--- config.mk ---
export PLATFORM = sky130hd
export DESIGN_NAME = pls_playlist_file_entry_parser_core
export DESIGN_NICKNAME = d
export VERILOG_FILES = /design/src/hw/rtl/pls_pkg.sv /design/src/hw/rtl/pls_playlist_file_entry_parser_core.sv /design/src/hw/rtl/pls_parse_step.sv /design/src/hw/rtl/pls_result_fifo.sv
export SDC_FILE = /design/constraint.sdc
export NUM_CORES = 1
export LEC_CHECK = 0
export CELL_PAD_IN_SITES_DETAIL_PLACEMENT = 0
export CELL_PAD_IN_SITES_GLOBAL_PLACEMENT = 2
export CORE_MARGIN = 3
export CORE_UTILIZATION = 38
export CTS_CLUSTER_DIAMETER = 150
export DETAILED_ROUTE_END_ITERATION = 7
export DONT_BUFFER_PORTS = 1
export HOLD_SLACK_MARGIN = 0.02
export MAX_ROUTING_LAYER = met4
export PLACE_DENSITY_LB_ADDON = 0.3
export SETUP_SLACK_MARGIN = 0.2
export SYNTH_ARGS = -nofsm -noshare
export SYNTH_HDL_FRONTEND = slang
export SYNTH_SLANG_ARGS = --single-unit
--- constraint.sdc ---
create_clock -name clk -period 3.36 [get_ports clk]
set_input_delay 0.504 -clock clk [delete_from_list [all_inputs] [get_ports clk]]
set_output_delay 0.504 -clock clk [all_outputs]
set_load 0.01 [all_outputs]
--- src/hw/rtl/pls_pkg.sv ---
// types, constants and helper functions shared by the playlist parser
`timescale 1ns / 1ps

package pls_pkg;

    localparam int unsigned HDR_LEN = 10;
    localparam int unsigned KEY_LEN = 4;
    localparam int unsigned FIFO_DEPTH = 4;
    localparam int unsigned FIFO_PTR_W = 2;
    localparam int unsigned FIFO_CNT_W = 3;

    localparam logic [7:0] CH_EOT = 8'h00;
    localparam logic [7:0] CH_LF = 8'h0a;
    localparam logic [7:0] CH_CR = 8'h0d;
    localparam logic [7:0] CH_EQ = 8'h3d;

    localparam logic [15:0] COUNT_MAX = 16'hffff;

    typedef enum logic [2:0] {
        PH_HEADER  = 3'd0,
        PH_LINE    = 3'd1,
        PH_KEY     = 3'd2,
        PH_VALUE   = 3'd3,
        PH_SKIP    = 3'd4,
        PH_ERRWAIT = 3'd5
    } phase_t;

    typedef enum logic [1:0] {
        K_BYTE = 2'd0,
        K_EOV  = 2'd1,
        K_DONE = 2'd2,
        K_ERR  = 2'd3
    } kind_t;

    typedef struct packed {
        kind_t       kind;
        logic [7:0]  value_byte;
        logic [15:0] entry_count;
        logic        last_of_run;
    } result_t;

    typedef struct packed {
        logic    v0;
        logic    v1;
        result_t r0;
        result_t r1;
    } push_t;

    function automatic logic [7:0] fold(input logic [7:0] c);
        logic [7:0] r;
        r = c;
        if (c >= 8'h41 && c <= 8'h5a)
        begin
            r = c + 8'd32;
        end
        return r;
    endfunction

    function automatic logic [7:0] hdr_char(input logic [3:0] idx);
        logic [7:0] r;
        case (idx)
            4'd0: r = 8'h5b;
            4'd1: r = 8'h70;
            4'd2: r = 8'h6c;
            4'd3: r = 8'h61;
            4'd4: r = 8'h79;
            4'd5: r = 8'h6c;
            4'd6: r = 8'h69;
            4'd7: r = 8'h73;
            4'd8: r = 8'h74;
            4'd9: r = 8'h5d;
            default: r = 8'h00;
        endcase
        return r;
    endfunction

    function automatic logic [7:0] key_char(input logic [3:0] idx);
        logic [7:0] r;
        case (idx)
            4'd0: r = 8'h66;
            4'd1: r = 8'h69;
            4'd2: r = 8'h6c;
            4'd3: r = 8'h65;
            default: r = 8'h00;
        endcase
        return r;
    endfunction

endpackage

--- src/hw/rtl/pls_playlist_file_entry_parser_core.sv ---
// Playlist text parser: takes one text byte per transaction and streams out the
// values of File entries, end-of-value marks, a done result with the entry count
// and format errors. A byte is accepted every cycle while the result queue has
// room; it is held in the input register, parsed in a single pass against the
// state registers, and its results are written into a four-entry result queue,
// from which they are offered. The queue drains one result per cycle while
// out_ready is high, and a byte that ends the text inside a value gives two
// results (end of value plus done); input ready drops while the queue holds more
// than two results and the input register is still full.
`timescale 1ns / 1ps

module pls_playlist_file_entry_parser_core
    import pls_pkg::*;
(
    input  logic        clk,
    input  logic        rst_n,
    input  logic        in_valid,
    output logic        in_ready,
    input  logic [7:0]  text_byte,
    output logic        out_valid,
    input  logic        out_ready,
    output logic [1:0]  kind,
    output logic [7:0]  value_byte,
    output logic [15:0] entry_count,
    output logic        last_of_run
);

    logic       full_reg;
    logic [7:0] byte_reg;
    logic       room2;
    logic       step;
    push_t      push;
    result_t    out_res;

    assign step     = full_reg && room2;
    assign in_ready = !full_reg || step;

    // input register
    always_ff @(posedge clk or negedge rst_n)
    begin
        if (!rst_n)
            full_reg <= 1'b0;
        else if (in_ready)
            full_reg <= in_valid;
    end

    always_ff @(posedge clk)
    begin
        if (in_valid && in_ready)
            byte_reg <= text_byte;
    end

    pls_parse_step u_step
    (
        .clk       (clk),
        .rst_n     (rst_n),
        .step      (step),
        .text_byte (byte_reg),
        .push      (push)
    );

    pls_result_fifo u_fifo
    (
        .clk       (clk),
        .rst_n     (rst_n),
        .push      (push),
        .room2     (room2),
        .out_valid (out_valid),
        .out_ready (out_ready),
        .out_res   (out_res)
    );

    assign kind        = out_res.kind;
    assign value_byte  = out_res.value_byte;
    assign entry_count = out_res.entry_count;
    assign last_of_run = out_res.last_of_run;

endmodule

--- src/hw/rtl/pls_parse_step.sv ---
// parser state registers and per-byte next state and result logic
`timescale 1ns / 1ps

module pls_parse_step
    import pls_pkg::*;
(
    input  logic       clk,
    input  logic       rst_n,
    input  logic       step,
    input  logic [7:0] text_byte,
    output push_t      push
);

    phase_t      phase_reg, phase_next;
    logic [3:0]  match_index_reg, match_index_next;
    logic        match_failed_reg, match_failed_next;
    logic [15:0] file_count_reg, file_count_next;

    logic       eot, eol, is_eq;
    logic [7:0] fc;
    logic       err, done, emit_eov, emit_byte, go_reset;

    assign eot   = (text_byte == CH_EOT);
    assign eol   = (text_byte == CH_LF) || (text_byte == CH_CR);
    assign is_eq = (text_byte == CH_EQ);
    assign fc    = fold(text_byte);

    // next state
    always_comb
    begin
        phase_next        = phase_reg;
        match_index_next  = match_index_reg;
        match_failed_next = match_failed_reg;
        file_count_next   = file_count_reg;
        err       = 1'b0;
        done      = 1'b0;
        emit_eov  = 1'b0;
        emit_byte = 1'b0;
        go_reset  = 1'b0;
        case (phase_reg)
            PH_HEADER:
            begin
                if (eot)
                begin
                    if (match_index_reg >= 4'(HDR_LEN))
                        done = 1'b1;
                    else
                        err = 1'b1;
                end
                else if (eol)
                begin
                    if (match_index_reg >= 4'(HDR_LEN))
                        phase_next = PH_LINE;
                    else if (match_index_reg != 4'd0)
                        err = 1'b1;
                end
                else if (match_index_reg < 4'(HDR_LEN))
                begin
                    if (fc == hdr_char(match_index_reg))
                        match_index_next = match_index_reg + 4'd1;
                    else
                        err = 1'b1;
                end
            end
            PH_LINE:
            begin
                if (eot)
                    done = 1'b1;
                else if (eol)
                    phase_next = PH_LINE;
                else if (is_eq)
                    phase_next = PH_SKIP;
                else
                begin
                    phase_next        = PH_KEY;
                    match_failed_next = (fc != key_char(4'd0));
                    match_index_next  = (fc != key_char(4'd0)) ? 4'd0 : 4'd1;
                end
            end
            PH_KEY:
            begin
                if (eot || eol)
                    err = 1'b1;
                else if (is_eq)
                begin
                    if (!match_failed_reg && match_index_reg >= 4'(KEY_LEN))
                        phase_next = PH_VALUE;
                    else
                        phase_next = PH_SKIP;
                end
                else if (!match_failed_reg && match_index_reg < 4'(KEY_LEN))
                begin
                    if (fc == key_char(match_index_reg))
                        match_index_next = match_index_reg + 4'd1;
                    else
                        match_failed_next = 1'b1;
                end
            end
            PH_VALUE:
            begin
                if (eot || eol)
                begin
                    emit_eov = 1'b1;
                    if (file_count_reg != COUNT_MAX)
                        file_count_next = file_count_reg + 16'd1;
                    if (eot)
                        done = 1'b1;
                    else
                        phase_next = PH_LINE;
                end
                else
                    emit_byte = 1'b1;
            end
            PH_SKIP:
            begin
                if (eot)
                    done = 1'b1;
                else if (eol)
                    phase_next = PH_LINE;
            end
            default:
            begin
                if (eot)
                    go_reset = 1'b1;
            end
        endcase
        if (err)
        begin
            if (eot)
                go_reset = 1'b1;
            else
                phase_next = PH_ERRWAIT;
        end
        else if (done)
            go_reset = 1'b1;
    end

    // results of this byte, count taken before any return to reset
    always_comb
    begin
        push = '0;
        if (step)
        begin
            if (emit_eov || emit_byte)
            begin
                push.v0             = 1'b1;
                push.r0.kind        = emit_eov ? K_EOV : K_BYTE;
                push.r0.value_byte  = emit_eov ? 8'h00 : text_byte;
                push.r0.entry_count = file_count_next;
                push.r0.last_of_run = !(emit_eov && done);
                if (emit_eov && done)
                begin
                    push.v1             = 1'b1;
                    push.r1.kind        = K_DONE;
                    push.r1.value_byte  = 8'h00;
                    push.r1.entry_count = file_count_next;
                    push.r1.last_of_run = 1'b1;
                end
            end
            else if (err || done)
            begin
                push.v0             = 1'b1;
                push.r0.kind        = err ? K_ERR : K_DONE;
                push.r0.value_byte  = 8'h00;
                push.r0.entry_count = file_count_next;
                push.r0.last_of_run = 1'b1;
            end
        end
    end

    always_ff @(posedge clk or negedge rst_n)
    begin
        if (!rst_n)
        begin
            phase_reg        <= PH_HEADER;
            match_index_reg  <= 4'd0;
            match_failed_reg <= 1'b0;
            file_count_reg   <= 16'd0;
        end
        else if (step)
        begin
            if (go_reset)
            begin
                phase_reg        <= PH_HEADER;
                match_index_reg  <= 4'd0;
                match_failed_reg <= 1'b0;
                file_count_reg   <= 16'd0;
            end
            else
            begin
                phase_reg        <= phase_next;
                match_index_reg  <= match_index_next;
                match_failed_reg <= match_failed_next;
                file_count_reg   <= file_count_next;
            end
        end
    end

endmodule

--- src/hw/rtl/pls_result_fifo.sv ---
// result queue taking up to two results per cycle and giving one while out_ready is high
`timescale 1ns / 1ps

module pls_result_fifo
    import pls_pkg::*;
(
    input  logic    clk,
    input  logic    rst_n,
    input  push_t   push,
    output logic    room2,
    output logic    out_valid,
    input  logic    out_ready,
    output result_t out_res
);

    result_t                 mem_reg [FIFO_DEPTH];
    logic [FIFO_PTR_W-1:0]   wr_ptr_reg, wr_ptr_next;
    logic [FIFO_PTR_W-1:0]   rd_ptr_reg, rd_ptr_next;
    logic [FIFO_CNT_W-1:0]   count_reg, count_next;
    logic                    pop;
    logic [FIFO_CNT_W-1:0]   n_push;
    logic [FIFO_PTR_W-1:0]   wr_ptr_p1;

    assign out_valid = (count_reg != '0);
    assign out_res   = mem_reg[rd_ptr_reg];
    assign room2     = (count_reg <= FIFO_CNT_W'(FIFO_DEPTH - 2));
    assign pop       = out_valid && out_ready;
    assign wr_ptr_p1 = wr_ptr_reg + FIFO_PTR_W'(1);

    always_comb
    begin
        n_push      = FIFO_CNT_W'(push.v0) + FIFO_CNT_W'(push.v1);
        wr_ptr_next = wr_ptr_reg + n_push[FIFO_PTR_W-1:0];
        rd_ptr_next = rd_ptr_reg + FIFO_PTR_W'(pop);
        count_next  = count_reg + n_push - FIFO_CNT_W'(pop);
    end

    always_ff @(posedge clk or negedge rst_n)
    begin
        if (!rst_n)
        begin
            wr_ptr_reg <= '0;
            rd_ptr_reg <= '0;
            count_reg  <= '0;
        end
        else
        begin
            wr_ptr_reg <= wr_ptr_next;
            rd_ptr_reg <= rd_ptr_next;
            count_reg  <= count_next;
        end
    end

    always_ff @(posedge clk)
    begin
        if (push.v0)
            mem_reg[wr_ptr_reg] <= push.r0;
        if (push.v1)
            mem_reg[wr_ptr_p1] <= push.r1;
    end

endmodule

# Word level (Yosys, flattened, before mapping)
# Memory sizes are Yosys's and may differ from the RTL's.
# Index checks and enable logic that the tools add are counted.
# classes
add_sub_neg	9
magnitude_cmp	7
eq_ne	26
n_mux	91
n_reduce_logical	26
# ops
cell	n
$mux W27	4
$mux W8	10
$mux W16	4
$mux W56	1
$mux W3	16
$mux W4	12
$mux W1	38
$pmux W7 S4	1
$ne A3 B3 Y1 const B	6
$add A16 B1 Y16 const B	1
$eq A8 B4 Y1 const B	2
$eq A8 B8 Y1	2
$ne A16 B16 Y1 const B	1
$pmux W3 S5	1
$reduce_and A13 Y1	1
$ne A3 B1 Y1 const B	4
$pmux W4 S3	1
$reduce_and A9 Y1	1
$add A8 B6 Y8 const B	1
$eq A4 B2 Y1 const B	2
$eq A8 B6 Y1 const B	1
$ge A8 B7 Y1 const B	1
$le A8 B7 Y1 const B	1
$logic_not A8 Y1	1
other kinds (29)	46
# word_totals
ff_bits	40
ramBits	108
romBits	112
inputBits	12
output_inout_bits	29
mem_count	2
# mem_list
name	depth	word_bits	rd	rd_ports_with_merged_regs	write_ports	line	rtl
(name not given)	16	7	1	0	0	pls_pkg.sv:61	case (idx)
u_fifo.mem_reg	4	27	1	0	2	pls_result_fifo.sv:16	result_t mem_reg [FIFO_DEPTH];

# Logic depth before layout (Yosys ltp)
# depth
depth_word	18
mapped_depth	15
depth_no_buf	15

# Modules after synthesis
# Synthesis repeated with hierarchy kept, for this count alone.
# unflattened
cells_unflattened	683
hier_area_um2	9113.7
# modules_own_cells
module	n_inst	cells_per_inst	area_each_um2	seq_area_each_um2
pls_result_fifo	1	301	5853.1	3418.3
pls_parse_step	1	369	2960.3	600.6
pls_playlist_file_entry_parser_core	1	13	300.3	265.3

# Worst setup path after synthesis
# No wires, ideal clock.
# synth_path
path_type	register to register
start	reg u_step.match_index_reg[0]
end	reg u_fifo.count_reg[2]
setup_time_ns	0.123
arrival_time_ns	3.520
path_slack_ns	-0.283
stages_incl_launch_ff	14
period_less_slack_ns	3.643
cell_sequence	dfrtp_1 -> inv_1 -> ha_1 -> nor3b_1 -> or3_1 -> a22o_1 -> a2111o_1 -> o31a_1 -> o21ai_0 -> inv_1 -> ha_1 -> ha_1 -> fa_1 -> xnor2_1
# synth_between
elab_chain_len	18
word_cells_on_any_way	30
# synth_lines
item	line	rtl
start: declaration	pls_parse_step.sv:15	logic [3:0] match_index_reg, match_index_next;
start signal: assignment	pls_parse_step.sv:192	match_index_reg <= match_index_next;
$mem_v2 Z16 W7	-	
$mux W8	pls_parse_step.sv:57	else if (match_index_reg < 4'(HDR_LEN))
$mux W8	pls_parse_step.sv:50	else if (eol)
$mux W8	pls_parse_step.sv:43	if (eot)
$mux W8	pls_parse_step.sv:40	case (phase_reg)
$eq A8 B8 Y1	pls_parse_step.sv:59	if (fc == hdr_char(match_index_reg))
$mux W1	pls_parse_step.sv:59	
$mux W1	pls_parse_step.sv:57	
[... 3 more ...]	-	
$logic_or A1 B1 Y1	pls_parse_step.sv:160	else if (err || done)
$mux W1	pls_parse_step.sv:160	
$mux W1	pls_parse_step.sv:144	if (emit_eov || emit_byte)
$mux W56 *	pls_parse_step.sv:142	if (step)
$add A1 B1 Y2 *	pls_result_fifo.sv:32	n_push = FIFO_CNT_W'(push.v0) + FIFO_CNT_W'(push.v1);
$add A3 B3 Y3 *	pls_result_fifo.sv:35	count_next = count_reg + n_push - FIFO_CNT_W'(pop);
$sub A3 B1 Y3 *	pls_result_fifo.sv:35	
via u_fifo.count_next[2]	pls_result_fifo.sv:19	logic [FIFO_CNT_W-1:0] count_reg, count_next;
end signal: assignment	pls_result_fifo.sv:50	count_reg <= count_next;
end: declaration	pls_result_fifo.sv:19	
# Mark *: on every way through the listed nets, which the timed path passes. The rest lies on a longest branch. The select of a mux whose other input is x is not followed.
# A chain may end at the register's enable or synchronous reset.

==> impl_results.md <==
* Largest net degree at the start of global routing at 33
* Gr busiest metal: met2
* Cell Chain, Critical Path: or4_4 > o221ai_4 > nand3_1 > a2111o_1 > o31a_1 > buf_4 > buf_8 > o211ai_4 > and2_4 > clkinvlp_4 > clkbuf_16
* Top_reg_cell synth: edfxtp_1
* Hold depth at 0
* GPL Wtd Cong at 0.853
* Pre-CTS setup slack at 0.0922 ns
* Avg WL per Cell at 19.5 um
* Hold Startpoint: text_byte[5]
* Worst-path clk slew at 0.06 ns
* Top Family by Delay on Critical Path: compound AO/OA/AOI/OAI gates
* Crit path launch type: flip-flop
* Inserted Clock Buffers at 17
* Antenna Violating Nets Remaining at 0
* Met1 Use GR at 26.7%
* Worst R2R End: u_fifo.mem_reg[0][14]$_DFFE_PP_
* Final min period at 3.28 ns
* Met3 usage at 3.53%
* R2R Setup Slk at 0.08 ns
* Post-Syn Instances at 746
* Worst-Margin Slew at 0.781 ns
* Max FO, Critical Path at 8
* DPL Wire Length at 13,900 um
* P&R area growth vs syn at 21.8%
* Worst Skew at 0.00832 ns
* Clock root buffer: clkbuf_16
* NumNets Final at 812
* IO Pins at 41
* Vias in the first global route at 5,890
* Share of post-route cells with drive strength above 1 at 23.9%
* Status: finished, final reports clean
* Vias at 6,009
* Critical Path End Type: flip-flop
* Post-Syn Area at 7710 um^2
* Leak at 3.15 nW
* Slew Limit Fails at 0
* Cell Pwr Density at 693 nW/um^2
* GR Util met2 at 30.6%
* Syn Nets at 772
* DIE AREA at 22,000 um^2
* Worst skew pair latency at 0.42 ns
* # Max-Cap Violations at 0
* Maximum clock path buffer count at 2
* Final hold violation count at 0
* Vias/cell at 5.65
* Total power at 6.50 mW
* Drc violations at 0
* Number of DRC markers in iteration 0 at 423
* Critical path data required time at 3.54 ns
* Die Y at 148 um
* Synthesized flop and latch total at 148
* Post-synth EDFFs at 80
* VDD IR max at 0.000395 V
* Final wirelength at 20,700 um
* IO buf count at 0
* Min-Delay Endpoint: byte_reg[5]$_DFFE_PP_
* Max reg flops at 108
* Post-route clock period utilization at 97.5%
* Grt ovf at 0
* Yosys cell types at 67
* First-pass GRT wire length at 32,500 um
* Post-Syn Area per Cell at 10.3 um^2
* Max Freq at 305 MHz
* CP max-delay cell: or4_4
* H-tree depth at 4
* CTS tree: yes
* Worst R2R Path Depth at 11
* Reg-to-reg startpoint: byte_reg[3]$_DFFE_PP_
* Post-route setup TNS at 0 ns
* Cell Rows at 51
* Antenna violations before repair at 0
* Post-synthesis sequential area ratio at 50.9%
* Setup Viol. Count Final at 0
* Worst Hold Class: in2reg
* Setup CP Type: reg2reg
* CORE AREA at 19,700 um^2
* Chip width at 148 um
* Worst path bufs/invs at 4
* RSZ-0062 raised after global routing: true
* FFs w/ async S/R, synth at 21.6%
* Worst EP arrival at 3.46 ns
* Antenna cells at 0
* Pre-Repair DR Iteration Count at 5
* Gr usage total at 19.5%
* Slew Limit Headroom at 46.4%
* Warnings, synthesis at 0
* Initial Utilization at 39.1%
* Clock Sinks at 148
* Setup ws final at 0.0824 ns
* CP peak stage delay at 0.60 ns
-- cells in the final DEF, fill, tap and decap left out, types with 6 or more instances in the layout --
cell type	instances
edfxtp_1	80
nand2b_1	14
nor2_4	11
nor3_1	8
nand3_1	52
and2_1	8
o21ai_0	80
ha_1	8
a21oi_1	21
o31ai_1	10
dfrtp_1	30
buf_6	8
mux4_2	27
dfxtp_1	36
o22ai_1	9
buf_4	54
o211ai_1	9
clkbuf_16	19
nor2_1	71
nor2_2	7
xnor2_1	12
a31oi_1	6
inv_1	11
xor2_1	10
inv_2	6
nand2_1	61
-- worst reg2reg max path: cells and delay by family (launching register included) --
| family | cells | cell delay, ns |
|---|---|---|
| AND/OR/NAND/NOR | 3 | 0.90 |
| buffers and inverters | 4 | 0.70 |
| AO/OA/AOI/OAI | 4 | 1.05 |
| flip-flops | 1 | 0.39 |
-- worst max-delay path by stage --
stage	start	end	slack (ns)	cells past startpoint
after global placement	byte_reg[1]$_DFFE_PP_	u_fifo.count_reg[1]$_DFF_PN0_	0.11	12
after floorplan	byte_reg[0]$_DFFE_PP_	u_fifo.count_reg[1]$_DFF_PN0_	0.07	13
after global routing	byte_reg[3]$_DFFE_PP_	u_fifo.mem_reg[0][14]$_DFFE_PP_	0.03	11
after detailed placement	byte_reg[1]$_DFFE_PP_	u_fifo.count_reg[2]$_DFF_PN0_	0.09	11
final	byte_reg[3]$_DFFE_PP_	u_fifo.mem_reg[0][14]$_DFFE_PP_	0.08	11
after CTS	u_step.match_index_reg[0]$_DFFE_PN0P_	u_fifo.count_reg[1]$_DFF_PN0_	0.19	14
-- per-layer routing --
metal  part of all wire (%)  wire (um)
met2                     48       9950
met3                    4.7        964
met4                    1.2        245
met5                      0          0
met1                     46       9540
-- final cells by class --
| type | instances | area [um^2] |
|---|---|---|
| repair buffers | 72 | 686 |
| inverters | 20 | 86.3 |
| clock buffers | 17 | 425 |
| multi-input cells | 527 | 3770 |
| fillers | 1784 | 10300 |
| clock inverters | 15 | 168 |
| flip-flops and latches | 148 | 3930 |
| well taps | 265 | 332 |
-- metrics by stage --
stage / utilization, % / hold WS [ns] / instance area (um^2) / instances
finish: 47.6 / 0.181 / 9390 / 1064
global route: 47.6 / 0.158 / 9390 / 1064
CTS: 45.6 / 0.161 / 8990 / 1056
detailed placement: 42.1 / 0.211 / 8300 / 1018
global placement: 42.1 / 0.211 / 8300 / 1018
floorplan: - / 0.208 / 7780 / 746
-- kinds of logic after synthesis --
kind of cell    Yosys count  synth area share [%]
buf+inv                  71                  3.96
mux                      30                  8.28
simple gates            282                  17.4
flops                   148                  50.9
xor+xnor                 23                  2.61
compound gates          178                  14.5
fa+ha+maj                14                  2.37
-- repair_timing --
action,in CTS,in global routing
gates cloned,0,3
endpoints found under the setup margin,71,125
endpoints found under the hold margin,32,0
pin swaps,0,11
hold buffers,2,0
resized for setup,7,70
buffers inserted,4,5
-- cell usage after synthesis, drive strengths merged, types with 11 or more instances --
library cell,instances,share of area [%]
mux4,27,7.9
buf,20,1.5
nor3,11,0.71
dfxtp,36,9.3
ha,13,2.1
nand2b,14,1.1
xnor2,13,1.5
edfxtp,80,31
dfrtp,32,10
inv,20,0.97
and2,11,0.91
nand2,61,3.0
nand3,52,3.4
a21oi,22,1.4
nor2,89,4.3
clkbuf,31,1.5
o21ai,86,5.6
o211ai,12,1.4
-- power by group --
group          internal (mW)  switching [mW]  leakage, nW
sequential              2.12           0.238         1.44
clock                   1.05           0.835        0.284
combinational          0.958            1.30         1.43
Power figures use the tool's default switching activity.
